--- src/hdl/gcd_pkg.sv ---
// ----------------------------------------------------------------------------
// gcd_pkg
// Shared types, constants and helpers for the great-circle distance core.
// ----------------------------------------------------------------------------
package gcd_pkg;

  localparam int TABLE_LEN = 40;

  // Divisor left after taking 2^10 out of 3.6e9, and the rounding term scaled the same way
  localparam logic [21:0] DIV_K     = 22'd3515625;
  localparam logic [21:0] FULL_RND  = 22'd1757812;
  localparam logic [20:0] HALF_RND  = 21'd1757812;

  // floor(2^54 / DIV_K) and floor(2^53 / DIV_K)
  localparam logic [32:0] RECIP_FULL = 33'd5124095576;
  localparam logic [32:0] RECIP_HALF = 33'd2562047788;

  localparam logic signed [35:0] COORD_TURN  = 36'sd3600000000;
  localparam logic signed [35:0] COORD_TURN2 = 36'sd7200000000;

  localparam logic signed [33:0] GAIN_Q30  = 34'sd652032874;
  localparam logic [30:0]        Q30_ONE   = 31'd1073741824;
  localparam logic [29:0]        RAD_SCALE = 30'd843314857;
  localparam logic [30:0]        OUT_MAX   = 31'h7FFF_FFFF;
  localparam logic [29:0]        R100_RESET = 30'd637100000;

  localparam logic [29:0] ATAN_TURN [TABLE_LEN] = '{
    30'd536870912, 30'd316933406, 30'd167458907, 30'd85004756, 30'd42667331,
    30'd21354465, 30'd10679838, 30'd5340245, 30'd2670163, 30'd1335087,
    30'd667544, 30'd333772, 30'd166886, 30'd83443, 30'd41722,
    30'd20861, 30'd10430, 30'd5215, 30'd2608, 30'd1304,
    30'd652, 30'd326, 30'd163, 30'd81, 30'd41,
    30'd20, 30'd10, 30'd5, 30'd3, 30'd1,
    30'd1, 30'd0, 30'd0, 30'd0, 30'd0,
    30'd0, 30'd0, 30'd0, 30'd0, 30'd0
  };

  typedef struct packed {
    logic signed [33:0] x;
    logic signed [33:0] y;
    logic signed [32:0] z;
    logic [1:0]         q;
  } rot_t;

  typedef struct packed {
    logic [61:0] v;
    logic [32:0] rem;
    logic [30:0] root;
  } sqrt_t;

  typedef struct packed {
    logic signed [33:0] x;
    logic signed [33:0] y;
    logic signed [33:0] z;
  } vec_t;

  // Reduce a coordinate difference into [0, 3.6e9)
  function automatic logic [31:0] coord_mod(input logic signed [33:0] v);
    logic signed [35:0] e;
    logic signed [35:0] t;
    e = 36'(v);
    if (e < -COORD_TURN) begin
      t = e + COORD_TURN2;
    end else if (e < 36'sd0) begin
      t = e + COORD_TURN;
    end else if (e >= COORD_TURN) begin
      t = e - COORD_TURN;
    end else begin
      t = e;
    end
    return t[31:0];
  endfunction

endpackage

--- src/hdl/gcd_rot_cell.sv ---
// ----------------------------------------------------------------------------
// gcd_rot_cell
// One micro-rotation of the rotation-mode CORDIC for sine and cosine.
// ----------------------------------------------------------------------------
module gcd_rot_cell import gcd_pkg::*; #(
  parameter int STAGE = 0
) (
  input  logic clk_i,
  input  rot_t in_i,
  output rot_t out_o
);

  localparam logic signed [32:0] AT = signed'({3'b000, ATAN_TURN[STAGE]});

  logic signed [33:0] dx, dy;
  rot_t out_d, out_q;

  always_comb begin
    dx = in_i.y >>> STAGE;
    dy = in_i.x >>> STAGE;
    out_d.q = in_i.q;
    if (!in_i.z[32]) begin
      out_d.x = in_i.x - dx;
      out_d.y = in_i.y + dy;
      out_d.z = in_i.z - AT;
    end else begin
      out_d.x = in_i.x + dx;
      out_d.y = in_i.y - dy;
      out_d.z = in_i.z + AT;
    end
  end

  always_ff @(posedge clk_i) begin
    out_q <= out_d;
  end

  assign out_o = out_q;

endmodule

--- config.mk ---
export PLATFORM = sky130hd
export DESIGN_NAME = gcd_rot_cell
export DESIGN_NICKNAME = d
export VERILOG_FILES = /design/src/hdl/gcd_pkg.sv /design/src/hdl/gcd_rot_cell.sv
export SDC_FILE = /design/constraint.sdc
export NUM_CORES = 1
export LEC_CHECK = 0
export ABC_AREA = 0
export CORE_AREA = 2 2 119 121
export DETAILED_ROUTE_END_ITERATION = 8
export DIE_AREA = 0 0 121 123
export DONT_BUFFER_PORTS = 1
export PLACE_DENSITY_LB_ADDON = 0.3
export REMOVE_ABC_BUFFERS = 1
export SYNTH_ARGS = -nofsm -noshare
export SYNTH_HDL_FRONTEND = slang
export SYNTH_SLANG_ARGS = --single-unit
--- constraint.sdc ---
create_clock -name clk_i -period 3.2 [get_ports clk_i]
set_clock_uncertainty 0.05 [all_clocks]
set_input_delay 0.32 -clock clk_i [delete_from_list [all_inputs] [get_ports clk_i]]
set_output_delay 0.32 -clock clk_i [all_outputs]
set_load 0.1 [all_outputs]
== After elaboration in Yosys (flattened, before gate mapping) ==
Cells that the tools add are included.
Cells by class
  $add $sub $neg: 5
  multiplexer cells: 1
Operators with widths (count)
  2-to-1 mux 101 bit: 1
  subtractor 34 bit: 2
  adder 34 bit: 1
  adder 33 x 31 -> 33 bit (second input constant): 1
  subtractor 33 x 31 -> 33 bit (second input constant): 1
Word-level totals
  flip-flop bits (word level): 103
  input bits: 104
  output and inout port bits: 103
  logic and storage cells: 10

== Depth between registers and ports, before layout ==
  depth in word-level cells: 2
  mapped depth: 13
  depth with buffers taken out: 12

== Least setup slack after synthesis ==
OpenSTA, ideal clock, no wires.
  path kind: input to register
  start: input port in_i[40] (netlist name)
  end: register out_q, in the netlist out_o[62]
  setup time: 58 ps
  arrival: 2647 ps
  data required time: 3092 ps
  setup slack: 444 ps
  stages on the path: 12
  cell sequence: inv_1 ha_1 buf_6 or2_0 or4_1 a21oi_2 o2111a_1 or3_4 a21oi_2 o41a_1 a211oi_1 a211o_1
RTL lines
  start, declared: RTL line gcd_rot_cell.sv:9  | input rot_t in_i,
  end signal, assigned: RTL line gcd_rot_cell.sv:34  | out_q <= out_d;
  end, declared: RTL line gcd_rot_cell.sv:16  | rot_t out_d, out_q;

==> out/metrics.yaml <==
outcome:
  status: "finished, final reports clean"
floorplan:
  start_util: 0.587
  chipHeight_um: 123
  fp.coreArea_um2: 13600
  die_x_um: 121
  io_pins: 207
  num_rows: 43
  die_area_um2: 14900
global_routing:
  antenna_found_initial: 0
  grt-ovfl-total: 0
  grt_max_degree: 84
  grt_pass1_vias: 7453
  grt_pass1_wl_um: 38800
  grtUsageTotal: 0.330
drt:
  avgViaCountPerCell: 6.15
  firstDrtPassIters: 8
  wl_um: 24900
  drt_iter0_markers: 795
  vias: 7724
  drcViolationCount: 0
  ant_nets: 0
  wl_per_cell_um: 19.8
synthesis:
  synth-seq-cells: 102
  synth_area_um2: 7990
  seq_area_frac_synth: 0.256
  synth_cell_type_count: 67
  yosys_warnings: 0
  avgSynthCellArea_um2: 7.83
  synth_edf_count: 0
  synthArstFlopShare: 0
  syn_inst: 1020
  synth_ff_type: "dfxtp_1"
power:
  p_leak_nw: 4.06
  powerDensity_nw_per_um2: 634
  switchingPower_mw: 3.14
  switching_share: 0.548
  finalPower_mw: 5.73
  intPower_mw: 2.59
  seqPwrFrac: 0.575
  p_comb_frac: 0.228
  clkPwrFrac: 0.197
  vdd_ir_drop_max_mv: 0.307
timing:
  tightest_slew_ps: 1030
  fmax_mhz: 336
  finalSetupViolations: 0
  relSlewSlack: 0.315
  period_share: 0.929
  hold_viol: 0
  finalMaxSlewViolations: 0
  fin_crit_ps: 2970
  rsz0062_at_grt: "no"
worst_setup_path:
  max_stage_delay_ps: 500
  crit_family: "compound AO/OA/AOI/OAI gates"
  worst-path-buf-inv: 1
  end_kind: "flop"
  crit_path_max_fanout: 11
  cp_cell_sequence: "inv_1 > ha_1 > and3_1 > o2111ai_1 > o211ai_1 > a21oi_1 > o21ai_1 > a21boi_0 > o31a_1 > a211oi_1 > xnor2_1"
  slowest_stage: "ha_1"
  crit_arrival_ps: 3210
  path_class: "in2reg"
  crit_required_ps: 3440
  start_kind: "input pin"
min_path:
  hold_path_class: "in2reg"
layout:
  final_area_um2: 9040
  final_cell_mix: "a21oi_1, inv_1, ha_1, dfxtp_1, nor2_1"
  layout_commonest_cell: "a21oi_1"
  largest_reg_flops: 102
  diodes: 0
  area.growth.synth_to_final_pct: 13.2
  drive_gt1_frac: 0.0827
  nFillCells: 1169
  nets: 1280
place:
  port_buffers: 0
  post-dp-hpwl_um: 19300
  routabilityCongestion: 0.967
  placed_area_um2: 8420
clocking:
  cts_tree: "yes"
  cts-htree-levels: 3
  clockBufferDepth: 2
  cts_sinks: 102
  cts_resized: 0
  cts_root_buf: "clkbuf_16"
  cts_buffers: 9
  clkTransAtPathRegs_ps: 80
job:
  maxCapViolCount: 0
==> power by group through the flow <==
stage                     combinational (mW)  clock [mW]  sequential, mW
after floorplan                        0.868           0            3.27
final                                   1.31        1.13            3.29
after global routing                    1.42        1.21            3.31
after global placement                  1.23           0            3.32
after CTS                               1.27        1.14            3.30
after detailed placement                1.23           0            3.32
==> final timing paths <==
kind | from | end | slack [ps] | cells after the start
setup / recovery | in_i[41] | out_o[102] | 230 | 11
hold / removal | in_i[69] | out_o[35] | 60 | 2
==> cells in the mapped netlist, types with 4 or more instances <==
| master | instances | area (µm²) |
|---|---|---|
| dfxtp_1 | 102 | 2040 |
| a21oi_1 | 125 | 626 |
| fa_1 | 4 | 80.1 |
| ha_1 | 101 | 1260 |
| nor3_1 | 22 | 110 |
| xnor2_1 | 54 | 473 |
| a21boi_0 | 4 | 30.0 |
| or4_1 | 4 | 30.0 |
| buf_2 | 12 | 60.1 |
| nand2_1 | 47 | 176 |
| a21o_1 | 18 | 135 |
| nor4_1 | 8 | 50.1 |
| o211ai_1 | 9 | 67.6 |
| a211oi_1 | 22 | 165 |
| inv_1 | 109 | 409 |
| clkbuf_1 | 23 | 86.3 |
| nand2b_1 | 13 | 81.3 |
| a31oi_1 | 8 | 50.1 |
| nor2b_1 | 6 | 37.5 |
| xor2_1 | 11 | 96.3 |
| mux2i_1 | 12 | 120 |
| nand3_1 | 12 | 60.1 |
| buf_1 | 9 | 33.8 |
| nor2_1 | 75 | 282 |
| nand4_1 | 15 | 93.8 |
| o31ai_1 | 16 | 120 |
| or2_2 | 8 | 50.1 |
| o21bai_1 | 22 | 165 |
| o21ai_0 | 72 | 360 |
| or3_1 | 4 | 25.0 |
| o21a_1 | 10 | 75.1 |
| o31a_1 | 4 | 35.0 |
==> area by class of cell <==
cell class,instances,area [µm²],area share
repair buffers,87,733,0.0811
inverters,112,420,0.0465
clock inverters,7,76.3,0.00844
multi-input cells,759,5320,0.588
clock buffers,9,225,0.0249
flip-flops and latches,102,2040,0.226
well taps,180,225,0.0249
==> routing by layer <==
metal	vias to the layer above	routed length [µm]	track usage
li1	3664	-	-
met1	3596	10500	0.431
met2	424	11700	0.551
met3	40	2080	0.0503
met4	0	600	0.123
met5	-	0	0
==> through the flow <==
stage / cells / setup WS (ps) / util / setup TNS (ps) / hold slack [ps]
2_1_floorplan: 973 / 425 / - / 0 / 298
3_3_place_gp: 1208 / -61.6 / 0.619 / -61.6 / 298
3_5_place_dp: 1208 / -40.4 / 0.619 / -40.4 / 298
4_1_cts: 1256 / 291 / 0.664 / 0 / 37.2
5_1_grt: 1256 / 73.4 / 0.664 / 0 / 53.9
6_report: 1256 / 226 / 0.664 / 0 / 58.2
==> logic make-up (layout without fill, tap and decap cells) <==
family          after synthesis  in the layout  synth area share
fa+ha+maj                   105            105             0.168
simple gates                228            228             0.138
compound gates              349            349             0.274
buf+inv                     159            215            0.0785
xor+xnor                     65             65            0.0712
mux                          12             12            0.0150
flops                       102            102             0.256
==> repair_timing <==
item                       CTS  global route
setup endpoints to repair    0             0
hold buffers                32             0
hold endpoints to repair    32             0
buffers inserted             0             0
No activity file was read; power rests on OpenSTA's default activity.
