===== src/hdl/gcd_pkg.sv =====
// ----------------------------------------------------------------------------
// gcd_pkg
// Shared types, constants and helpers for the great-circle distance core.
// ----------------------------------------------------------------------------
package gcd_pkg;

  localparam int TABLE_LEN = 40;

  // Divisor left after taking 2^10 out of 3.6e9, and the rounding term scaled the same way
  localparam logic [21:0] DIV_K     = 22'd3515625;
  localparam logic [21:0] FULL_RND  = 22'd1757812;
  localparam logic [20:0] HALF_RND  = 21'd1757812;

  // floor(2^54 / DIV_K) and floor(2^53 / DIV_K)
  localparam logic [32:0] RECIP_FULL = 33'd5124095576;
  localparam logic [32:0] RECIP_HALF = 33'd2562047788;

  localparam logic signed [35:0] COORD_TURN  = 36'sd3600000000;
  localparam logic signed [35:0] COORD_TURN2 = 36'sd7200000000;

  localparam logic signed [33:0] GAIN_Q30  = 34'sd652032874;
  localparam logic [30:0]        Q30_ONE   = 31'd1073741824;
  localparam logic [29:0]        RAD_SCALE = 30'd843314857;
  localparam logic [30:0]        OUT_MAX   = 31'h7FFF_FFFF;
  localparam logic [29:0]        R100_RESET = 30'd637100000;

  localparam logic [29:0] ATAN_TURN [TABLE_LEN] = '{
    30'd536870912, 30'd316933406, 30'd167458907, 30'd85004756, 30'd42667331,
    30'd21354465, 30'd10679838, 30'd5340245, 30'd2670163, 30'd1335087,
    30'd667544, 30'd333772, 30'd166886, 30'd83443, 30'd41722,
    30'd20861, 30'd10430, 30'd5215, 30'd2608, 30'd1304,
    30'd652, 30'd326, 30'd163, 30'd81, 30'd41,
    30'd20, 30'd10, 30'd5, 30'd3, 30'd1,
    30'd1, 30'd0, 30'd0, 30'd0, 30'd0,
    30'd0, 30'd0, 30'd0, 30'd0, 30'd0
  };

  typedef struct packed {
    logic signed [33:0] x;
    logic signed [33:0] y;
    logic signed [32:0] z;
    logic [1:0]         q;
  } rot_t;

  typedef struct packed {
    logic [61:0] v;
    logic [32:0] rem;
    logic [30:0] root;
  } sqrt_t;

  typedef struct packed {
    logic signed [33:0] x;
    logic signed [33:0] y;
    logic signed [33:0] z;
  } vec_t;

  // Reduce a coordinate difference into [0, 3.6e9)
  function automatic logic [31:0] coord_mod(input logic signed [33:0] v);
    logic signed [35:0] e;
    logic signed [35:0] t;
    e = 36'(v);
    if (e < -COORD_TURN) begin
      t = e + COORD_TURN2;
    end else if (e < 36'sd0) begin
      t = e + COORD_TURN;
    end else if (e >= COORD_TURN) begin
      t = e - COORD_TURN;
    end else begin
      t = e;
    end
    return t[31:0];
  endfunction

endpackage


===== src/hdl/gcd_sqrt_cell.sv =====
// ----------------------------------------------------------------------------
// gcd_sqrt_cell
// One result bit of the digit-by-digit integer square root.
// ----------------------------------------------------------------------------
module gcd_sqrt_cell import gcd_pkg::*; (
  input  logic  clk_i,
  input  sqrt_t in_i,
  output sqrt_t out_o
);

  logic [34:0] rem2, trial;
  logic        ge;
  sqrt_t       out_d, out_q;

  always_comb begin
    rem2  = {in_i.rem, in_i.v[61:60]};
    trial = {2'b00, in_i.root, 2'b01};
    ge    = (rem2 >= trial);
    out_d.rem  = ge ? 33'(rem2 - trial) : rem2[32:0];
    out_d.root = {in_i.root[29:0], ge};
    out_d.v    = {in_i.v[59:0], 2'b00};
  end

  always_ff @(posedge clk_i) begin
    out_q <= out_d;
  end

  assign out_o = out_q;

endmodule


===== config.mk =====
export PLATFORM = sky130hd
export DESIGN_NAME = gcd_sqrt_cell
export DESIGN_NICKNAME = d
export VERILOG_FILES = /design/src/hdl/gcd_pkg.sv /design/src/hdl/gcd_sqrt_cell.sv
export SDC_FILE = /design/constraint.sdc
export NUM_CORES = 1
export LEC_CHECK = 0
export BUFFER_PORTS_ARGS = -buffer_cell sky130_fd_sc_hd__clkbuf_2
export CAP_MARGIN = 30
export CORE_MARGIN = 3
export CORE_UTILIZATION = 40
export DETAILED_ROUTE_END_ITERATION = 10
export PLACE_DENSITY = 0.79
export SYNTH_ARGS = -nofsm -noshare
export SYNTH_HDL_FRONTEND = slang
export SYNTH_SLANG_ARGS = --single-unit

===== constraint.sdc =====
create_clock -name clk_i -period 8.3 [get_ports clk_i]
set_input_delay 1.66 -clock clk_i [delete_from_list [all_inputs] [get_ports clk_i]]
set_output_delay 1.66 -clock clk_i [all_outputs]
set_load 0.02 [all_outputs]

* After elaboration in Yosys (flattened, before gate mapping)
Index checks and enable logic that the tools add are counted.
** Cells by class
- Magnitude comparators :: 1
- $add $sub $neg :: 1
- Multiplexer cells :: 1
** Operator list (count)
- 35-bit by 33-bit >= comparator with 1-bit output :: 1
- 33-bit 2-to-1 mux :: 1
- 33-bit subtractor :: 1
** Word-level totals
- Output and inout port bits :: 126
- Word-level logic and storage cells :: 6
- Input port bits :: 127
- Register bits :: 124

* Depth between registers and ports, before layout
- Depth after elaboration :: 2
- Gate-level depth with buffers :: 14
- Depth with buffers taken out :: 10

* Worst setup path before layout
OpenSTA, ideal clock, no wires.
- Path kind :: input to register
- Start :: input in_i[30] (netlist bit)
- End :: register out_q (netlist bit out_o[40])
- Setup time :: 0.121 ns
- Arrival :: 3.824 ns
- Setup slack :: 4.354 ns
- Path buffers :: 3
- Required time :: 8.179 ns
- Stages :: 12
- Cell sequence :: inv_1 > ha_1 > nor3b_2 > nand4_1 > or4_1 > o21a_1 > buf_6 > o21a_4 > buf_12 > inv_12 > buf_12 > mux2_4
** RTL lines
- start: declaration :: line gcd_sqrt_cell.sv:7 : input sqrt_t in_i,
- end signal: assignment :: line gcd_sqrt_cell.sv:25 : out_q <= out_d;
- end: declaration :: line gcd_sqrt_cell.sv:13 : sqrt_t out_d, out_q;

==> impl_metrics.env <==
export IMPL_slowest_delay_ns=0.44
export IMPL_ys_ff_latch=124
export IMPL_cts_buffers=17
export IMPL_min_to="out_o[101]"
export IMPL_drtIter0Drc=251
export IMPL_gr_total_overflow=0
export IMPL_rows=41
export IMPL_grt_pass1_vias=4594
export IMPL_power_density_nw_per_um2=249
export IMPL_period_minus_slack_ns=3.91
export IMPL_finalNetCount=929
export IMPL_finish_utilization=0.563
export IMPL_hold_viol_final=0
export IMPL_synth_edff_count=0
export IMPL_critPathKind="primary input to flop"
export IMPL_drive_above_1_share=0.408
export IMPL_route_detailed_drc=0
export IMPL_crit_fanout=26
export IMPL_ant_nets=0
export IMPL_fmax_mhz=256
export IMPL_p_seq_frac=0.376
export IMPL_cp_arrival_ns=4.22
export IMPL_yosys_top_cells_count="dfxtp_1, inv_1, a21oi_1"
export IMPL_grt_use_total=0.204
export IMPL_cts_tree="yes"
export IMPL_syn_cell_area_um2=5250
export IMPL_tightest_slew_ns=0.710
export IMPL_synth_ff_type="dfxtp_1"
export IMPL_synth_seq_area_share=0.473
export IMPL_post_cts_buffers=0
export IMPL_finalPower_uw=1780
export IMPL_h_tree_depth=4
export IMPL_antenna_found_initial=0
export IMPL_initial_core_util=0.413
export IMPL_nFillCells=1143
export IMPL_hold_class="primary input to flop"
export IMPL_avgSynthCellArea_um2=10.2
export IMPL_wl_per_cell_um=15.8
export IMPL_maxCapViolCount=0
export IMPL_synth_top_cell_area_share=0.473
export IMPL_dp_final_hpwl_mm=12.3
export IMPL_report_final_setup_viol=0
export IMPL_vias=4650
export IMPL_yosysMostFrequentCell="dfxtp_1"
export IMPL_leakage_uw=0.00358
export IMPL_synth_top_area_cell="dfxtp_1"
export IMPL_antenna_cells=0
export IMPL_switching_share=0.302
export IMPL_fin_crit_sh=0.471
export IMPL_cts_path_max_buffers=2
export IMPL_grt_first_pass_wirelength_mm=22.9
export IMPL_gp_congestion=0.896
export IMPL_cp_slowest_cell="ha_1"
export IMPL_hold_depth=1
export IMPL_cp_required_ns=8.61
export IMPL_maxSlewHeadroom=0.514
export IMPL_cp_cell_sequence="clkbuf_2, inv_1, ha_1, nand4_2, nor2_1, nand3_1, o2111ai_2, a41oi_4, o21a_4, inv_12, mux2_2"
export IMPL_routed_wl_mm=15.1
export IMPL_fp_dieArea_um2=14500
export IMPL_synth_area_leaders="dfxtp_1, ha_1, mux2_4"
export IMPL_cts_sinks=124
export IMPL_p_clk_frac=0.402
export IMPL_io_pins=253
export IMPL_synth_warnings=0
export IMPL_p_switching_uw=538
export IMPL_maxSlewViolCount=0
export IMPL_path_clk_slew_ns=0.06
export IMPL_largest_register_ffs=124
export IMPL_numPortBuffers=250
export IMPL_die_y_um=121
export IMPL_startpoint_type="primary input"
export IMPL_ctsHoldBuffers=0
export IMPL_power_frac_comb=0.223
export IMPL_multi_input_area_um2=2440
export IMPL_ctsResizeCount=0
export IMPL_grt_max_degree=27
export IMPL_root_buffer="clkbuf_16"
export IMPL_chipWidth_um=121
export IMPL_rsz0062_at_grt="false"
export IMPL_yosysUniqueCellTypes=60
export IMPL_crit_buf_inv=3
export IMPL_netlist_instances=513
export IMPL_coreArea_um2=12700
export IMPL_finalSetupTns_ns=0
export IMPL_crit_path_end_kind="flop"
export IMPL_areaGrowthSynthToFinish_pct=36.5
export IMPL_synthArstFlopShare=0
export IMPL_drt_first_pass_iters=4
export IMPL_ff_latch_area_um2=2480
export IMPL_hold_path_startpoint="in_i[99]"
export IMPL_viasPerCell=4.87
export IMPL_p_int_uw=1240
export IMPL_critical_path_top_delay_family="compound AO/OA/AOI/OAI gates"
export IMPL_status="completed"
export IMPL_peakVddDrop_uv=133
[how the worst max path moves through the flow]
stage / endpoint / cells after the start / slack [ns] / from
after detailed placement: out_o[39] / 11 / 3.96 / in_i[12]
after global placement: out_o[34] / 11 / 4.01 / in_i[13]
final: out_o[39] / 11 / 4.39 / in_i[12]
after floorplan: out_o[40] / 12 / 4.35 / in_i[30]
after CTS: out_o[39] / 11 / 4.42 / in_i[12]
after global routing: out_o[36] / 10 / 4.18 / in_i[19]
[routing by layer]
metal | track usage | share of wire | up-vias | wire length [µm]
li1 | - | - | 2322 | -
met1 | 0.210 | 0.37 | 2105 | 5620
met2 | 0.375 | 0.52 | 200 | 7860
met3 | 0.0790 | 0.089 | 23 | 1350
met4 | 0.0737 | 0.016 | 0 | 246
met5 | 0 | 0 | - | 0
[layout make-up]
type                            count  share of cell area
Tap cell                          172              0.0300
Timing Repair Buffer              250               0.175
Multi-Input combinational cell    325               0.340
Inverter                           51              0.0285
Clock buffer                       19              0.0618
Sequential cell                   124               0.346
Clock inverter                     13              0.0189
[logic make-up after synthesis]
group / share of synthesized area
xor+xnor: 0.0400
compound gates: 0.169
mux: 0.0720
fa+ha+maj: 0.0786
other cells: 0.000714
simple gates: 0.103
buf+inv: 0.0636
flops: 0.473
[stage by stage]
stage / setup WS, ns / instance area, µm² / hold WS (ns) / instances
global route: 4.18 / 7170 / 1.32 / 954
finish: 4.39 / 7170 / 1.34 / 954
detailed placement: 3.96 / 6590 / 1.76 / 922
floorplan: 4.35 / 5250 / 1.69 / 514
global placement: 4.01 / 6590 / 1.76 / 922
CTS: 4.42 / 7170 / 1.33 / 954
[layout by cell type, fill, tap and decap left out, drive strengths merged, types with 2 or more instances in the layout]
cell,instances
and2,2
o31a,2
nor2,27
nand2,30
a31oi,2
a21oi,41
clkbuf,269
o21a,8
clkinvlp,4
a221oi,3
a211o,4
a21o,4
nand3,12
a2111oi,3
and3,4
o2111ai,3
o211ai,11
mux2,24
nor2b,2
a211oi,5
o21bai,5
conb,2
inv,56
nand4,7
xnor2,22
clkinv,3
o21ai,23
xor2,2
nor4,5
mux2i,4
o31ai,6
dfxtp,124
nand2b,6
a21boi,2
ha,33
nor3,11
[power groups by stage]
stage / combinational (µW) / sequential [µW] / clock, µW
4_1_cts: 399 / 671 / 728
6_report: 397 / 670 / 716
3_5_place_dp: 397 / 684 / 0
3_3_place_gp: 393 / 682 / 0
2_1_floorplan: 191 / 758 / 0
5_1_grt: 430 / 676 / 757
(Power assumes the default switching activity.)
