===== config.mk =====
export PLATFORM = sky130hd
export DESIGN_NAME = gcd_div_cell
export DESIGN_NICKNAME = d
export VERILOG_FILES = /design/src/hdl/gcd_pkg.sv /design/src/hdl/gcd_div_cell.sv
export SDC_FILE = /design/constraint.sdc
export NUM_CORES = 2
export LEC_CHECK = 0
export BUFFER_PORTS_ARGS = -buffer_cell sky130_fd_sc_hd__buf_4
export CORE_ASPECT_RATIO = 2
export CORE_MARGIN = 2
export CORE_UTILIZATION = 67
export CTS_BUF_LIST = sky130_fd_sc_hd__clkbuf_8
export DETAILED_ROUTE_END_ITERATION = 7
export PLACE_DENSITY = 0.85
export SLEW_MARGIN = 10
export SYNTH_ARGS = -nofsm -noshare
export SYNTH_HDL_FRONTEND = slang
export SYNTH_SLANG_ARGS = --single-unit

===== constraint.sdc =====
create_clock -name clk_i -period 11.11 [get_ports clk_i]
set_input_delay 1.6665 -clock clk_i [delete_from_list [all_inputs] [get_ports clk_i]]
set_output_delay 1.6665 -clock clk_i [all_outputs]
set_load 0.05 [all_outputs]

===== src/hdl/gcd_pkg.sv =====
// ----------------------------------------------------------------------------
// gcd_pkg
// Shared types, constants and helpers for the great-circle distance core.
// ----------------------------------------------------------------------------
package gcd_pkg;

  localparam int TABLE_LEN = 40;

  // Divisor left after taking 2^10 out of 3.6e9, and the rounding term scaled the same way
  localparam logic [21:0] DIV_K     = 22'd3515625;
  localparam logic [21:0] FULL_RND  = 22'd1757812;
  localparam logic [20:0] HALF_RND  = 21'd1757812;

  // floor(2^54 / DIV_K) and floor(2^53 / DIV_K)
  localparam logic [32:0] RECIP_FULL = 33'd5124095576;
  localparam logic [32:0] RECIP_HALF = 33'd2562047788;

  localparam logic signed [35:0] COORD_TURN  = 36'sd3600000000;
  localparam logic signed [35:0] COORD_TURN2 = 36'sd7200000000;

  localparam logic signed [33:0] GAIN_Q30  = 34'sd652032874;
  localparam logic [30:0]        Q30_ONE   = 31'd1073741824;
  localparam logic [29:0]        RAD_SCALE = 30'd843314857;
  localparam logic [30:0]        OUT_MAX   = 31'h7FFF_FFFF;
  localparam logic [29:0]        R100_RESET = 30'd637100000;

  localparam logic [29:0] ATAN_TURN [TABLE_LEN] = '{
    30'd536870912, 30'd316933406, 30'd167458907, 30'd85004756, 30'd42667331,
    30'd21354465, 30'd10679838, 30'd5340245, 30'd2670163, 30'd1335087,
    30'd667544, 30'd333772, 30'd166886, 30'd83443, 30'd41722,
    30'd20861, 30'd10430, 30'd5215, 30'd2608, 30'd1304,
    30'd652, 30'd326, 30'd163, 30'd81, 30'd41,
    30'd20, 30'd10, 30'd5, 30'd3, 30'd1,
    30'd1, 30'd0, 30'd0, 30'd0, 30'd0,
    30'd0, 30'd0, 30'd0, 30'd0, 30'd0
  };

  typedef struct packed {
    logic signed [33:0] x;
    logic signed [33:0] y;
    logic signed [32:0] z;
    logic [1:0]         q;
  } rot_t;

  typedef struct packed {
    logic [61:0] v;
    logic [32:0] rem;
    logic [30:0] root;
  } sqrt_t;

  typedef struct packed {
    logic signed [33:0] x;
    logic signed [33:0] y;
    logic signed [33:0] z;
  } vec_t;

  // Reduce a coordinate difference into [0, 3.6e9)
  function automatic logic [31:0] coord_mod(input logic signed [33:0] v);
    logic signed [35:0] e;
    logic signed [35:0] t;
    e = 36'(v);
    if (e < -COORD_TURN) begin
      t = e + COORD_TURN2;
    end else if (e < 36'sd0) begin
      t = e + COORD_TURN;
    end else if (e >= COORD_TURN) begin
      t = e - COORD_TURN;
    end else begin
      t = e;
    end
    return t[31:0];
  endfunction

endpackage


===== src/hdl/gcd_div_cell.sv =====
// ----------------------------------------------------------------------------
// gcd_div_cell
// Coordinate to binary angle by reciprocal multiplication, three register stages.
// ----------------------------------------------------------------------------
module gcd_div_cell import gcd_pkg::*; #(
  parameter bit HALF = 1'b0
) (
  input  logic        clk_i,
  input  logic [31:0] m_i,
  output logic [31:0] ang_o
);

  localparam logic [32:0] RECIP = HALF ? RECIP_HALF : RECIP_FULL;
  localparam logic [21:0] RND   = HALF ? 22'(HALF_RND) : FULL_RND;
  localparam int          SH    = HALF ? 21 : 22;

  logic [64:0] prod_d, prod_q;
  logic [31:0] m_q;
  logic [31:0] q0, q0_q;
  logic [23:0] num;
  logic [23:0] r_d, r_q;
  logic [1:0]  corr;
  logic [31:0] ang_d, ang_q;

  always_comb begin
    prod_d = 65'(m_i) * 65'(RECIP);
    // the estimate falls short of the quotient by at most two
    q0     = prod_q[63:32];
    // the remainder is below three divisors, so its low bits suffice
    num    = 24'(m_q << SH) + 24'(RND);
    r_d    = num - 24'(q0[23:0] * 24'(DIV_K));
    corr   = 2'((r_q >= 24'(DIV_K)) ? 1 : 0) + 2'((r_q >= 24'd7031250) ? 1 : 0);
    ang_d  = q0_q + 32'(corr);
  end

  always_ff @(posedge clk_i) begin
    prod_q <= prod_d;
    m_q    <= m_i;
    r_q    <= r_d;
    q0_q   <= q0;
    ang_q  <= ang_d;
  end

  assign ang_o = ang_q;

endmodule


# Yosys cells after proc, flatten, opt, wreduce, memory -nomap -nowiden
# Cells that the tools add are included.
# totals
regBits,151
input_bits,33
output_inout_bits,32
elab_cells,15
# op_classes
add_sub_neg,4
multipliers,2
n_lt_le_gt_ge,2
n_mux,2
# op_table
op,n
32-bit by 30-bit multiplier with 61-bit output (second input constant),1
32-bit by 2-bit adder with 32-bit output,1
24-bit by 21-bit adder with 24-bit output (second input constant),1
24-bit by 22-bit >= comparator with 1-bit output (second input constant),1
24-bit by 23-bit >= comparator with 1-bit output (second input constant),1
24-bit by 22-bit multiplier with 24-bit output (second input constant),1
24-bit subtractor,1
1-bit by 1-bit adder with 2-bit output,1
1-bit two-way mux,2

# Depth between registers and ports, before layout
# logic_depth
ltp_word,4
depth_mapped,27
ltp_nobuf,27

# Least setup slack after synthesis
# OpenSTA, ideal clock, no wires.
# synth_timing
path_type,input port to flip-flop
startpoint,input m_i[12]
endpoint,register prod_q[62]
setup_ps,118
t_arrival_ps,8066
required_ps,10992
setup_slack_ps,2926
path_stages,25
path_buffers,0
path_cell_list,inv_1 fa_1 inv_1 fa_1 fa_1 inv_1 fa_1 inv_1 fa_1 fa_1 fa_1 inv_1 fa_1 inv_1 ha_1 nand4_2 nor3_2 nand3b_1 a31oi_1 nor3_2 o31ai_4 o31ai_2 o21a_1 o21ba_1 xnor2_1
# synth_via
elab_chain_cells,1
# synth_rtl
element,line,rtl
"start, declared",gcd_div_cell.sv:9,"input logic [31:0] m_i,"
32-bit by 30-bit multiplier with 61-bit output,gcd_div_cell.sv:26,prod_d = 65'(m_i) * 65'(RECIP);
via prod_d[62],gcd_div_cell.sv:17,"logic [64:0] prod_d, prod_q;"
"end signal, assigned",gcd_div_cell.sv:37,prod_q <= prod_d;
"end, declared",gcd_div_cell.sv:17,
# The timed path passes the listed nets, and every way through them passes these cells.

# Final worst setup path
# layout_timing
startpoint,input m_i[12]
endpoint,register prod_q[51]
# Same word-level chain as after synthesis.

==> flow_summary_export.csv <==
group,metric,value,unit
worst_setup_path,crit_type,"input port to flip-flop",
worst_setup_path,crit_fanout,7,
die,die_area,38710,um2
synthesis,ys_seq_area_share,9.755,%
run,drv_cap,0,
die,io_pins,65,
hold_path,hold_class,"flip-flop to flip-flop",
timing,slew_headroom,54.44,%
cells_and_area,utilization,72.00,%
detailed_routing,wl_per_cell,23.96,um
timing,worst_pin_slew,0.6762,ns
global_route,grt_max_degree,17,
hold_path,hold_end,"q0_q[24]$_DFF_P_",
synthesis,synth_edf_count,0,
die,start_util,67.96,%
worst_setup_path,crit_top_cell,"fa_1",
worst_setup_path,worst_path_largest_cell_delay,0.60,ns
placement,place_area,25870,um2
cells_and_area,drive_gt1_share,4.422,%
clock_network,path_clk_slew,0.09,ns
detailed_routing,highest_layer,"met4",
detailed_routing,wl_met3,1989,um
synthesis,synth_async_sr_flop_share,0,%
timing,hold_violations,0,
timing,hold-worst-slack,0.3377,ns
global_route,grt_pass1_wl,108200,um
hold_path,hold_start,"prod_q[56]$_DFF_P_",
synthesis,synth_warnings,0,
synthesis,netlist_area,24830,um2
detailed_routing,drcViolationCount,0,
worst_setup_path,r2r-end,"r_q[23]$_DFF_P_",
clock_network,clk_path_buf_depth,2,
placement,routabilityCongestion,1.063,
clock_network,cts_setup_buffers,0,
worst_setup_path,cp.required,11.49,ns
placement,dp_hpwl,62490,um
worst_setup_path,crit_buf_inv,7,
status,status,"completed",
synthesis,synth.net_count,3408,
global_route,antenna_found_initial,0,
synthesis,synth_seq_cells,121,
clock_network,cts_made_buffers,17,
worst_setup_path,cpLargestDelayFamily,"adder cells",
detailed_routing,met2_wirelength,38690,um
die,core,36540,um2
worst_setup_path,reg2regPathDepth,19,
worst_setup_path,crit_slowest_cell,"fa_1",
die,die_h,276.3,um
die,die-width,140.1,um
clock_network,cts_tree,"built",
synthesis,synthDistinctLibCells,58,
clock_network,post_cts_resized,0,
synthesis,avgSynthCellArea,10.47,um2
cells_and_area,nets,3489,
die,std_cell_rows,99,
detailed_routing,dr_total_vias,16634,
worst_setup_path,rrSetupSlack,5.11,ns
global_route,overflow,0,
timing,fin_skew,0.01744,ns
detailed_routing,drtPass1Iterations,5,
detailed_routing,ant_nets,0,
detailed_routing,wirelength_met1,22850,um
clock_network,clkLatencyLatePin,0.47,ns
clock_network,h-tree-depth,4,
timing,finalCritPeriodShare,78.72,%
worst_setup_path,startpoint,"m_i[12]",
worst_setup_path,critPathCaptureType,"flip-flop",
global_route,grt_usage,38.06,%
hold_path,holdPathStages,0,
cells_and_area,final_area,26310,um2
global_route,grt_pass1_vias,19245,
clock_network,hold_buffers,0,
cells_and_area,areaGrowthSynthToFinish,5.950,%
worst_setup_path,arrival,9.13,ns
timing,clock.fmax,114.3,MHz
synthesis,syn_inst,2371,
worst_setup_path,start_kind,"input port",
worst_setup_path,rr_startpoint,"prod_q[40]$_DFF_P_",
detailed_routing,first_iter_violations,841,
timing,setup_viol,0,
timing,fin_crit,8.745,ns
timing,slew_viol_final,0,
cells_and_area,antenna_cells,0,
timing,setup_tns,0,ns
clock_network,cts_sinks,121,
detailed_routing,viasPerCell,5.699,
detailed_routing,wirelength,69940,um
placement,io_buffers,64,
clock_network,cts.root.buffer_cell,"clkbuf_8",
timing,rsz0062_at_grt,"no",
synthesis,ys.flop_type,"dfxtp_1",
## worst reg2reg max path, delay by kind of cell, from the launching register on
kind / cells / cell delay (ns)
xor gates and xnor gates: 1 / 0.15
AOI/OAI and AO/OA: 5 / 1.13
DFF: 1 / 0.61
buffers and inverters: 5 / 0.45
adders and majority gates: 8 / 3.57
## cells by family (layout without fill, tap and decap cells)
family	after synthesis	count (layout)	synth area share, %
fa+ha+maj	1004	1004	66.31
buf+inv	779	873	11.78
compound gates	181	181	4.756
simple gates	177	177	3.552
flops	121	121	9.755
xor+xnor	108	108	3.809
mux	1	1	0.04534
## cells in the mapped netlist, drive strengths merged (4+ instances only)
cell / count / share of area [%]
xnor2: 88 / 3.1
nand2b: 4 / 0.10
dfxtp: 121 / 9.8
o21ai: 34 / 0.69
inv: 777 / 12
or3: 4 / 0.10
nor2b: 6 / 0.15
a211oi: 7 / 0.21
a31oi: 10 / 0.25
fa: 520 / 42
and4: 5 / 0.18
nor2: 41 / 0.62
nor3: 9 / 0.22
a21oi: 63 / 1.3
o31ai: 5 / 0.23
xor2: 20 / 0.71
and3: 10 / 0.25
ha: 484 / 24
nand3: 25 / 0.50
and2: 5 / 0.13
a21o: 23 / 0.70
o21bai: 7 / 0.21
nand2: 45 / 0.68
nand4: 17 / 0.45
## flip-flops by register name, summed over array words and instances (netlist names)
name / cells
prod_q: 32
q0_q: 31
ang_o: 32
m_q: 2
r_q: 24
## per-layer routing
layer / vias to the layer above / GRT usage, %
met3: 255 / 3.446
met1: 8471 / 39.21
met5: - / 0
li1: 7371 / -
met4: 0 / 27.20
met2: 537 / 71.13
## worst max-delay path by stage
| stage | end | depth (start not counted) | slack (ns) |
|---|---|---|---|
| after floorplan | prod_q[62]$_DFF_P_ | 25 | 2.93 |
| after CTS | prod_q[51]$_DFF_P_ | 26 | 2.42 |
| after global placement | prod_q[62]$_DFF_P_ | 26 | 2.15 |
| after global routing | prod_q[51]$_DFF_P_ | 26 | 2.00 |
| final | prod_q[51]$_DFF_P_ | 26 | 2.36 |
| after detailed placement | prod_q[62]$_DFF_P_ | 26 | 1.97 |
## placed cells by master, fill, tap and decap left out, types with 27 or more instances in the layout
cell	instances
inv_1	777
fa_1	520
ha_1	484
dfxtp_1	121
xnor2_1	88
buf_4	64
a21oi_1	60
nand2_1	45
nor2_1	41
o21ai_0	27
## metrics by stage
step	setup slack, ns	cells
2_1_floorplan	2.926	2371
3_3_place_gp	2.149	2887
3_5_place_dp	1.969	2887
4_1_cts	2.417	2919
5_1_grt	2.002	2919
6_report	2.365	2919
## area by class of cell
cell class              count  area [um2]
clock buffers              17       234.0
clock inverters            15       202.7
fillers                  2675       10230
inverters                 777        2917
multi-input cells        1471       19490
flip-flops and latches    121        2422
well taps                 454       568.0
repair buffers             64       480.5
Power is left out: the tool's default activity adds up to more than one toggle a clock period on the data nets, which glitch-free logic cannot reach.
