**src/hdl/gcd_pkg.sv**
```systemverilog
// ----------------------------------------------------------------------------
// gcd_pkg
// Shared types, constants and helpers for the great-circle distance core.
// ----------------------------------------------------------------------------
package gcd_pkg;

  localparam int TABLE_LEN = 40;

  // Divisor left after taking 2^10 out of 3.6e9, and the rounding term scaled the same way
  localparam logic [21:0] DIV_K     = 22'd3515625;
  localparam logic [21:0] FULL_RND  = 22'd1757812;
  localparam logic [20:0] HALF_RND  = 21'd1757812;

  // floor(2^54 / DIV_K) and floor(2^53 / DIV_K)
  localparam logic [32:0] RECIP_FULL = 33'd5124095576;
  localparam logic [32:0] RECIP_HALF = 33'd2562047788;

  localparam logic signed [35:0] COORD_TURN  = 36'sd3600000000;
  localparam logic signed [35:0] COORD_TURN2 = 36'sd7200000000;

  localparam logic signed [33:0] GAIN_Q30  = 34'sd652032874;
  localparam logic [30:0]        Q30_ONE   = 31'd1073741824;
  localparam logic [29:0]        RAD_SCALE = 30'd843314857;
  localparam logic [30:0]        OUT_MAX   = 31'h7FFF_FFFF;
  localparam logic [29:0]        R100_RESET = 30'd637100000;

  localparam logic [29:0] ATAN_TURN [TABLE_LEN] = '{
    30'd536870912, 30'd316933406, 30'd167458907, 30'd85004756, 30'd42667331,
    30'd21354465, 30'd10679838, 30'd5340245, 30'd2670163, 30'd1335087,
    30'd667544, 30'd333772, 30'd166886, 30'd83443, 30'd41722,
    30'd20861, 30'd10430, 30'd5215, 30'd2608, 30'd1304,
    30'd652, 30'd326, 30'd163, 30'd81, 30'd41,
    30'd20, 30'd10, 30'd5, 30'd3, 30'd1,
    30'd1, 30'd0, 30'd0, 30'd0, 30'd0,
    30'd0, 30'd0, 30'd0, 30'd0, 30'd0
  };

  typedef struct packed {
    logic signed [33:0] x;
    logic signed [33:0] y;
    logic signed [32:0] z;
    logic [1:0]         q;
  } rot_t;

  typedef struct packed {
    logic [61:0] v;
    logic [32:0] rem;
    logic [30:0] root;
  } sqrt_t;

  typedef struct packed {
    logic signed [33:0] x;
    logic signed [33:0] y;
    logic signed [33:0] z;
  } vec_t;

  // Reduce a coordinate difference into [0, 3.6e9)
  function automatic logic [31:0] coord_mod(input logic signed [33:0] v);
    logic signed [35:0] e;
    logic signed [35:0] t;
    e = 36'(v);
    if (e < -COORD_TURN) begin
      t = e + COORD_TURN2;
    end else if (e < 36'sd0) begin
      t = e + COORD_TURN;
    end else if (e >= COORD_TURN) begin
      t = e - COORD_TURN;
    end else begin
      t = e;
    end
    return t[31:0];
  endfunction

endpackage

```
**src/hdl/gcd_vec_cell.sv**
```systemverilog
// ----------------------------------------------------------------------------
// gcd_vec_cell
// One micro-rotation of the vectoring-mode CORDIC for the arctangent.
// ----------------------------------------------------------------------------
module gcd_vec_cell import gcd_pkg::*; #(
  parameter int STAGE = 0
) (
  input  logic clk_i,
  input  vec_t in_i,
  output vec_t out_o
);

  localparam logic signed [33:0] AT = signed'({4'b0000, ATAN_TURN[STAGE]});

  logic signed [33:0] dx, dy;
  vec_t out_d, out_q;

  always_comb begin
    dx = in_i.y >>> STAGE;
    dy = in_i.x >>> STAGE;
    // drive y towards zero
    if (!in_i.y[33]) begin
      out_d.x = in_i.x + dx;
      out_d.y = in_i.y - dy;
      out_d.z = in_i.z + AT;
    end else begin
      out_d.x = in_i.x - dx;
      out_d.y = in_i.y + dy;
      out_d.z = in_i.z - AT;
    end
  end

  always_ff @(posedge clk_i) begin
    out_q <= out_d;
  end

  assign out_o = out_q;

endmodule

```
**config.mk**
```make
export PLATFORM = sky130hd
export DESIGN_NAME = gcd_vec_cell
export DESIGN_NICKNAME = d
export VERILOG_FILES = /design/src/hdl/gcd_pkg.sv /design/src/hdl/gcd_vec_cell.sv
export SDC_FILE = /design/constraint.sdc
export NUM_CORES = 1
export LEC_CHECK = 0
export ABC_AREA = 1
export BUFFER_PORTS_ARGS = -buffer_cell sky130_fd_sc_hd__buf_2
export CAP_MARGIN = 20
export CORE_UTILIZATION = 51
export CTS_BUF_LIST = sky130_fd_sc_hd__clkbuf_4 sky130_fd_sc_hd__clkbuf_8 sky130_fd_sc_hd__clkbuf_16
export DETAILED_ROUTE_END_ITERATION = 12
export MAX_ROUTING_LAYER = met4
export PLACE_DENSITY = 0.89
export SLEW_MARGIN = 10
export SYNTH_ARGS = -nofsm -noshare
export SYNTH_HDL_FRONTEND = slang
export SYNTH_SLANG_ARGS = --single-unit
```
**constraint.sdc**
```tcl
create_clock -name clk_i -period 1.6 [get_ports clk_i]
set_clock_uncertainty 0.15 [all_clocks]
set_input_delay 0.08 -clock clk_i [delete_from_list [all_inputs] [get_ports clk_i]]
set_output_delay 0.08 -clock clk_i [all_outputs]
set_load 0.02 [all_outputs]
```
==> flow_summary.toml, run 1 <==
[sta]
worst_endpoint = "out_o[88]$_DFF_P_/D"
endpoint_type = "register data pin"

[global_routing]
groute.usage.overall_pct = 61.7
overflow = 2
grt_max_degree = 71

[synth]
seq_area_frac_synth_pct = 21.0
synth_cell_types = 43
synth_fp_nets = 1795
ys_seq_elements = 101
ys.flop_type = "dfxtp_1"
syn_area_per_cell_um2 = 6.06
synth_edf_count = 0
async_flop_share_pct = 0
yosysWarnings = 0
synthesis.area_um2 = 9610
synth_cells = 1585

[die]
die_x_um = 139
initial_core_util_pct = 52.8
rows = 49
chipHeight_um = 139
io_pins = 205

[status]
error = "[ERROR GRT-0232] Routing congestion too high. Check the congestion heatmap in the GUI."
status = "aborted with a tool error"
lastStage = "5_1_grt"

[placed_design]
gp_congestion = 1.03
numPortBuffers = 204
place_ws_ns = -0.563
hpwl_mm = 30.4
place_area_um2 = 13100

[clock_network]
cts_max_level = 3
cts_root_buf = "clkbuf_16"
cts_made_buffers = 9
clk_path_buf_depth = 2
cts.sinks = 101
## metal layers
layer  overflow  track usage, %
met4          2            52.1
met3          0            38.4
met1          0            62.8
met5          -               -
met2          0            82.4
## Yosys cell counts, types with 2 or more instances
library cell  number  area (µm²)
inv_1            239         897
a21o_1             2        15.0
buf_6              7        78.8
nor3_1            15        75.1
nand3_1          156         781
o211ai_1           2        15.0
a21oi_2            2        17.5
nor2_2            10        62.6
inv_2              8        30.0
nand3b_1           4        30.0
a21oi_1          116         581
nand4_1           14        87.6
o21ai_1           11        55.1
o31ai_1            2        15.0
buf_4             17         128
dfxtp_1          101        2020
a31oi_1            2        12.5
o21ai_0           82         410
nor4_2             2        25.0
nor2_1           135         507
nor3_2             2        20.0
o21bai_1          13        97.6
or2_2              2        12.5
xor2_1            26         228
fa_1               4        80.1
clkbuf_1           6        22.5
o22ai_1            7        43.8
nor4_1             2        12.5
ha_1             103        1290
buf_2             13        65.1
nor2_4             2        22.5
a21boi_0           2        15.0
nand2_2            9        56.3
nand2_1          458        1720
## kinds of logic after synthesis
family	after synthesis	share of synthesized area (%)
compound gates	242	13.4
xor+xnor	27	2.46
fa+ha+maj	107	14.2
buf+inv	291	12.8
flops	101	21.0
mux	1	0.104
simple gates	816	35.9
## timing repair
item,CTS
pin swaps,16
endpoints found under the hold margin,35
setup endpoints to repair,49
hold buffers,35
gates resized for setup,84
buffers inserted,6
## metrics by stage
step | hold WS (ns) | instances
CTS | 0.0231 | 2299
global placement | 0.0317 | 2242
detailed placement | 0.0339 | 2242
floorplan | -0.0423 | 1585
==> inputs of run 2 (changes only) <==
Settings changed: CORE_UTILIZATION 51 to 40, CTS_BUF_LIST sky130_fd_sc_hd__clkbuf_4 sky130_fd_sc_hd__clkbuf_8 sky130_fd_sc_hd__clkbuf_16 to default, MAX_ROUTING_LAYER met4 to default, PLACE_DENSITY 0.89 to default, PLACE_DENSITY_LB_ADDON from default to 0.15.
Clock period 1.6 ns to 2.1 ns, I/O delays scaled along.
==> run 2 against run 1 <==
  * The run now ends clean
  * Area after synthesis unchanged
  * Synthesized cell count did not move
==> flow_summary.toml, run 2 <==
[status]
status = "complete, no violations"

[clock_network]
clk_path_buf_depth = 2
post_cts_buffers = 0
cts_max_level = 3
cts_made_buffers = 9
cts_tree = "done"
cts_root_buf = "clkbuf_16"
cts.sinks = 101
clk_pin_slew_worst_paths_ns = 0.08

[synth]
synth_fp_nets = 1795
synth_cells = 1585
synth_cell_types = 43
yosysMostFrequentCell = "nand2_1"
yosys-top-cells-count = "458 x nand2_1, 239 x inv_1, 156 x nand3_1"
seq_area_frac_synth_pct = 21.0
synth.top_cell.area_share_pct = 21.0
synth_edf_count = 0
ys_seq_elements = 101
synth_area_leaders = "dfxtp_1 21%, nand2_1 18%, ha_1 13%"
synthesis.area_um2 = 9610
yosysWarnings = 0
ys.flop_type = "dfxtp_1"
async_flop_share_pct = 0
yosysTopAreaCell = "dfxtp_1"
syn_area_per_cell_um2 = 6.06

[die]
die_x_um = 157
rows = 56
io_pins = 205
die_area_um2 = 24600
chipHeight_um = 157
coreArea_um2 = 23500
initial_core_util_pct = 40.8

[pwr]
clkPwrFrac_pct = 23.9
power_density_nw_per_um2 = 587
vdd.ir_drop.worst_uv = 452
internal-power_mw = 4.56
pwr-share-comb_pct = 46.9
power_mw = 7.75
switching_share_pct = 41.1
switching_power_mw = 3.19
static-leakage-power_nw = 7.36
power_frac_seq_pct = 29.2

[sta]
hold_violations = 0
min_period_ns = 1.94
fin_crit_sh_pct = 92.1
setup_ws_ns = 0.165
worst_pin_slew_ns = 0.467
fmax_mhz = 517
rsz0062_at_grt = "false"
finalHoldWorstSlack_ns = 0.00518
slew_headroom_pct = 68.5
slew_violations = 0
setup_viol = 0

[global_routing]
grt_pass1_vias = 11100
antenna_found_initial = 0
grt_pass1_wl_mm = 55.0
grt_max_degree = 71
groute.usage.overall_pct = 29.0
overflow = 0

[route]
routed_wl_mm = 35.7
viasPerCell = 4.93
vias = 11600
drtIter0Drc = 762
drtAntennaViolNets = 0
wl_per_cell_um = 15.2
drc = 0
dr.pass1.iters = 6

[flow_run]
cap_violations = 0

[worst_setup_path]
end_kind = "flop"
cp.required_ns = 2.21
path_class = "in2reg"
cp_max_fo = 8
cp-start-kind = "primary input"
worstPathArrival_ns = 2.04

[placed_design]
place_ws_ns = -0.211
dpl.cell_count = 2305
numPortBuffers = 204
gp_congestion = 0.972
hpwl_mm = 30.0

[cells_and_area]
fin_cells = 2354
most-common-layout-cells = "458 x nand2_1, 239 x inv_1, 239 x buf_4"
fin_nets = 2240
regArea_um2 = 2020
final_common_cell = "nand2_1"
antennaDiodeCount = 0
multiInputGateArea_um2 = 6370
area_delta_synth_final_pct = 37.5
fin_util_pct = 56.1
largest_reg_flops = 101
drive_above_1_share_pct = 24.8
fillCellCount = 2426

[hold_path]
hold_class = "in2reg"
==> run 2: cell counts after synthesis <==
No cell type changed its count.
==> run 2: area by class of cell <==
type,instances,area share [%]
inverter,247,7.02
multi-input combinational,1193,48.2
clock buffer,10,1.73
sequential,101,15.3
timing repair buffer,478,24.1
clock inverter,6,0.587
tap,319,3.02
==> run 2: repair_timing <==
action	CTS	global route
hold buffers	33	0
endpoints found under the hold margin	33	0
resized for setup	0	4
endpoints found under the setup margin	0	12
==> run 2: final timing paths <==
kind | start | end | slack, ns | cells after the start
hold / removal | in_i[31] | out_o[31] | 0.005 | 3
setup / recovery | in_i[56] | out_o[97] | 0.16 | 13
==> run 2: kinds of logic (layout without fill, tap and decap cells) <==
logic type,after synthesis,in the layout,share of synthesized area (%)
AOI/OAI and AO/OA,242,242,13.4
muxes,1,1,0.104
and+or+nand+nor,816,816,35.9
adders and majority gates,107,107,14.2
DFF,101,101,21.0
xor gates and xnor gates,27,27,2.46
buffers and inverters,291,741,12.8
==> run 2: layer usage <==
metal | wire, µm | global-route usage [%] | vias to the layer above
met3 | 2430 | 3.63 | 54
met5 | 0 | 0 | -
met2 | 15600 | 47.3 | 408
met4 | 1090 | 10.4 | 0
li1 | - | - | 5899
met1 | 16500 | 39.1 | 5233
==> run 2: critical path, cell delays in order <==
cell,delay (ns)
buf_2,0.10
inv_1,0.04
ha_1,0.43
inv_1,0.19
nand2_1,0.12
nor2_1,0.25
nand2_1,0.14
nor4_2,0.25
nand2_1,0.14
nand2_1,0.09
nand2_1,0.06
nand3_1,0.06
nand2_1,0.05
==> run 2: power by group through the flow <==
stage | registers, mW | clock network (mW) | logic, mW
6_report | 2.26 | 1.85 | 3.64
5_1_grt | 2.29 | 1.94 | 3.98
4_1_cts | 2.27 | 1.88 | 3.60
3_5_place_dp | 2.31 | 0 | 3.53
3_3_place_gp | 2.30 | 0 | 3.51
2_1_floorplan | 2.67 | 0 | 1.66
==> run 2: through the flow <==
stage,TNS (ns),cell area (µm²)
6_report,0,13200
5_1_grt,0,13200
4_1_cts,0,13200
3_5_place_dp,-4.23,12600
3_3_place_gp,-3.90,12600
2_1_floorplan,0,9610
Note: power is estimated with default switching activity, not from simulation.
==> inputs of run 3 (changes only) <==
Settings changed: ABC_AREA 1 to 0, CORE_ASPECT_RATIO from default to 1.4.
==> run 3 against run 2 <==
  * The flow now finishes with violations (negative setup slack)
  * Sequential power rose by 5%
  * Count of clock-buffer cells in the layout unchanged
  * First-iteration DRC count is 32% lower
  * Via count down 15%
  * Largest cell class unchanged
==> flow_summary.toml, run 3 <==
[global_routing]
grt_max_degree = 49
groute.usage.overall_pct = 29.8
overflow = 0
grt_pass1_wl_mm = 47.8
antenna_found_initial = 0
grt_pass1_vias = 9638

[cells_and_area]
regArea_um2 = 2020
most-common-layout-cells = "367 x buf_4, 190 x buf_2, 101 x dfxtp_1"
drive_above_1_share_pct = 49.8
multiInputGateArea_um2 = 6720
largest_reg_flops = 101
final_common_cell = "buf_4"
area_delta_synth_final_pct = 73.8
antennaDiodeCount = 0
fin_cells = 1883
fin_nets = 1836
fillCellCount = 1631

[clock_network]
cts_made_buffers = 9
clk_path_buf_depth = 2
cts_root_buf = "clkbuf_16"
clk_pin_slew_worst_paths_ns = 0.09
cts_tree = "done"
cts_max_level = 3
cts.sinks = 101

[sta]
slew_headroom_pct = 63.8
fin_crit_sh_pct = 111
fmax_mhz = 431
setup_viol = 27
slew_violations = 0
worst_pin_slew_ns = 0.542
final.setup.tns_ns = -2.98
rsz0062_at_grt = "true"
finalHoldWorstSlack_ns = 0.0486
min_period_ns = 2.32
hold_violations = 0
setup_ws_ns = -0.222

[route]
routed-wl-met2_mm = 16.9
drtIter0Drc = 518
topRoutingLayerUsed = "met4"
drtAntennaViolNets = 0
drc = 0
wl_per_cell_um = 17.2
routed_wl_mm = 32.4
wl_met1_mm = 12.3
wl_met3_mm = 1.34
dr.pass1.iters = 5
viasPerCell = 5.22
vias = 9823

[placed_design]
hpwl_mm = 24.7
gp_congestion = 0.951
dpl.cell_count = 1779
numPortBuffers = 204
place_ws_ns = -0.829

[die]
die_x_um = 123
initial_core_util_pct = 41.2
rows = 61
die_area_um2 = 21200
coreArea_um2 = 20100
io_pins = 205
chipHeight_um = 172

[hold_path]
min_delay_path_depth = 4
hold_end = "out_o[56]"
min_from = "in_i[90]"
hold_class = "in2reg"

[worst_setup_path]
end_kind = "flop"
cp_max_fo = 4
worstPathArrival_ns = 2.42
cp.required_ns = 2.20
path_class = "in2reg"
cp-start-kind = "primary input"

[synth]
synth_area_leaders = "dfxtp_1 24%, ha_1 16%, a21oi_1 7.2%"
ys_seq_elements = 101
yosysTopAreaCell = "dfxtp_1"
yosys-top-cells-count = "119 x a21oi_1, 113 x inv_1, 103 x ha_1"
async_flop_share_pct = 0
seq_area_frac_synth_pct = 24.5
ys.flop_type = "dfxtp_1"
synth_cells = 1032
synth_fp_nets = 1242
synthesis.area_um2 = 8260
synth.top_cell.area_share_pct = 24.5
yosysMostFrequentCell = "a21oi_1"
syn_area_per_cell_um2 = 8.00
synth_cell_types = 80
yosysWarnings = 0
synth_edf_count = 0

[status]
violations = "negative setup slack"
status = "complete, but fails checks"

[flow_run]
cap_violations = 0

[pwr]
power_density_nw_per_um2 = 595
vdd.ir_drop.worst_uv = 455
static-leakage-power_nw = 7.06
run 3: what timing repair did:
item | 4_1_cts | 5_1_grt
setup endpoints to repair | 39 | 44
resized for setup | 139 | 128
buffers inserted | 35 | 22
hold buffers | 37 | 0
endpoints found under the hold margin | 37 | 0
pin swaps | 63 | 94
run 3: kinds of logic after synthesis:
family | Yosys count | share of synthesized area [%]
compound gates | 342 | 27.6
xor+xnor | 66 | 7.00
fa+ha+maj | 107 | 16.6
buf+inv | 163 | 7.98
flops | 101 | 24.5
mux | 25 | 3.03
simple gates | 228 | 13.3
run 3: stage by stage:
stage,util (%),power (mW),instance area (µm²)
5_1_grt,71.5,8.98,14400
3_5_place_dp,60.6,6.19,12200
6_report,71.5,8.55,14400
3_3_place_gp,60.6,6.18,12200
4_1_cts,68.1,8.27,13700
2_1_floorplan,-,4.44,8540
run 3: where the power goes:
group	switching (mW)	leakage (nW)	internal, mW	total [mW]
registers	0.0993	0.852	2.27	2.37
logic	2.37	6.07	2.09	4.46
clock network	0.859	0.138	0.857	1.72
total	3.33	7.06	5.22	8.55
run 3: worst max-delay path by stage:
stage,from,endpoint,cells after the start
floorplan,in_i[47],out_o[65],10
global placement,in_i[76],out_o[66],14
detailed placement,in_i[47],out_o[66],12
CTS,in_i[81],out_o[66],11
global route,in_i[48],out_o[67],14
finish,in_i[81],out_o[66],11
run 3: layer usage:
metal	vias up	track usage (%)
met3	104	3.92
met4	0	19.2
met2	343	54.7
li1	4776	-
met1	4600	31.4
met5	-	0
run 3: final cells by class:
type / instances / share of cell area, %
Multi-Input combinational cell: 768 / 46.8
Timing Repair Buffer: 628 / 31.5
Sequential cell: 101 / 14.1
Inverter: 118 / 3.41
Tap cell: 252 / 2.20
Clock buffer: 10 / 1.66
Clock inverter: 6 / 0.366
run 3: worst max-delay path: stages:
cell	delay, ns
buf_8	0.10
ha_4	0.25
or2_4	0.26
or3_4	0.37
a311oi_4	0.27
nor2_2	0.09
a211oi_2	0.23
buf_4	0.16
o31a_1	0.26
a31oi_1	0.13
xor2_1	0.17
==> inputs of run 4 (changes only) <==
Settings changed: CAP_MARGIN 20 to 10, CORE_UTILIZATION 40 to 55.
==> run 4 against run 3 <==
  * The flow now stops in 5_1_grt
  * Synthesized cell count did not move
  * Area after synthesis did not move
==> flow_summary.toml, run 4 <==
[status]
status = "aborted with a tool error"
lastStage = "5_1_grt"
error = "[ERROR DPL-0038] Utilization greater than 100%, impossible to legalize"

[global_routing]
grt_max_degree = 42

[die]
chipHeight_um = 147
die_x_um = 106
rows = 52
io_pins = 205
initial_core_util_pct = 56.7

[synth]
seq_area_frac_synth_pct = 24.5
async_flop_share_pct = 0
yosysTopAreaCell = "dfxtp_1"
synth.top_cell.area_share_pct = 24.5
yosysMostFrequentCell = "a21oi_1"
synth_edf_count = 0
synth_fp_nets = 1242
synth_area_leaders = "dfxtp_1 24%, ha_1 16%, a21oi_1 7.2%"
synthesis.area_um2 = 8260
ys_seq_elements = 101
ys.flop_type = "dfxtp_1"
yosys-top-cells-count = "119 x a21oi_1, 113 x inv_1, 103 x ha_1"
yosysWarnings = 0
synth_cell_types = 80
synth_cells = 1032
syn_area_per_cell_um2 = 8.00

[clock_network]
clk_path_buf_depth = 2
cts_root_buf = "clkbuf_16"
cts_max_level = 3
cts.sinks = 101
cts_made_buffers = 9

[placed_design]
numPortBuffers = 204
hpwl_mm = 24.8
place_ws_ns = -0.837
dpl.cell_count = 1707
gp_congestion = 1.01

[sta]
endpoint_type = "register data pin"
worst_endpoint = "out_o[94]$_DFF_P_/D"
run 4: what timing repair did:
item,CTS
pin swaps,95
endpoints found under the setup margin,43
gates resized for setup,171
setup buffers,32
hold buffers,37
gates cloned,0
hold endpoints to repair,38
run 4: kinds of logic after synthesis:
kind of cell	after synthesis	share of synthesized area (%)
mux	25	3.03
compound gates	342	27.6
buf+inv	163	7.98
simple gates	228	13.3
fa+ha+maj	107	16.6
flops	101	24.5
xor+xnor	66	7.00
run 4: metrics by stage:
stage	instance area, µm²	hold WS [ns]
2_1_floorplan	8540	-0.0173
4_1_cts	13700	0.0162
3_5_place_dp	12000	0.0591
3_3_place_gp	12000	0.0568
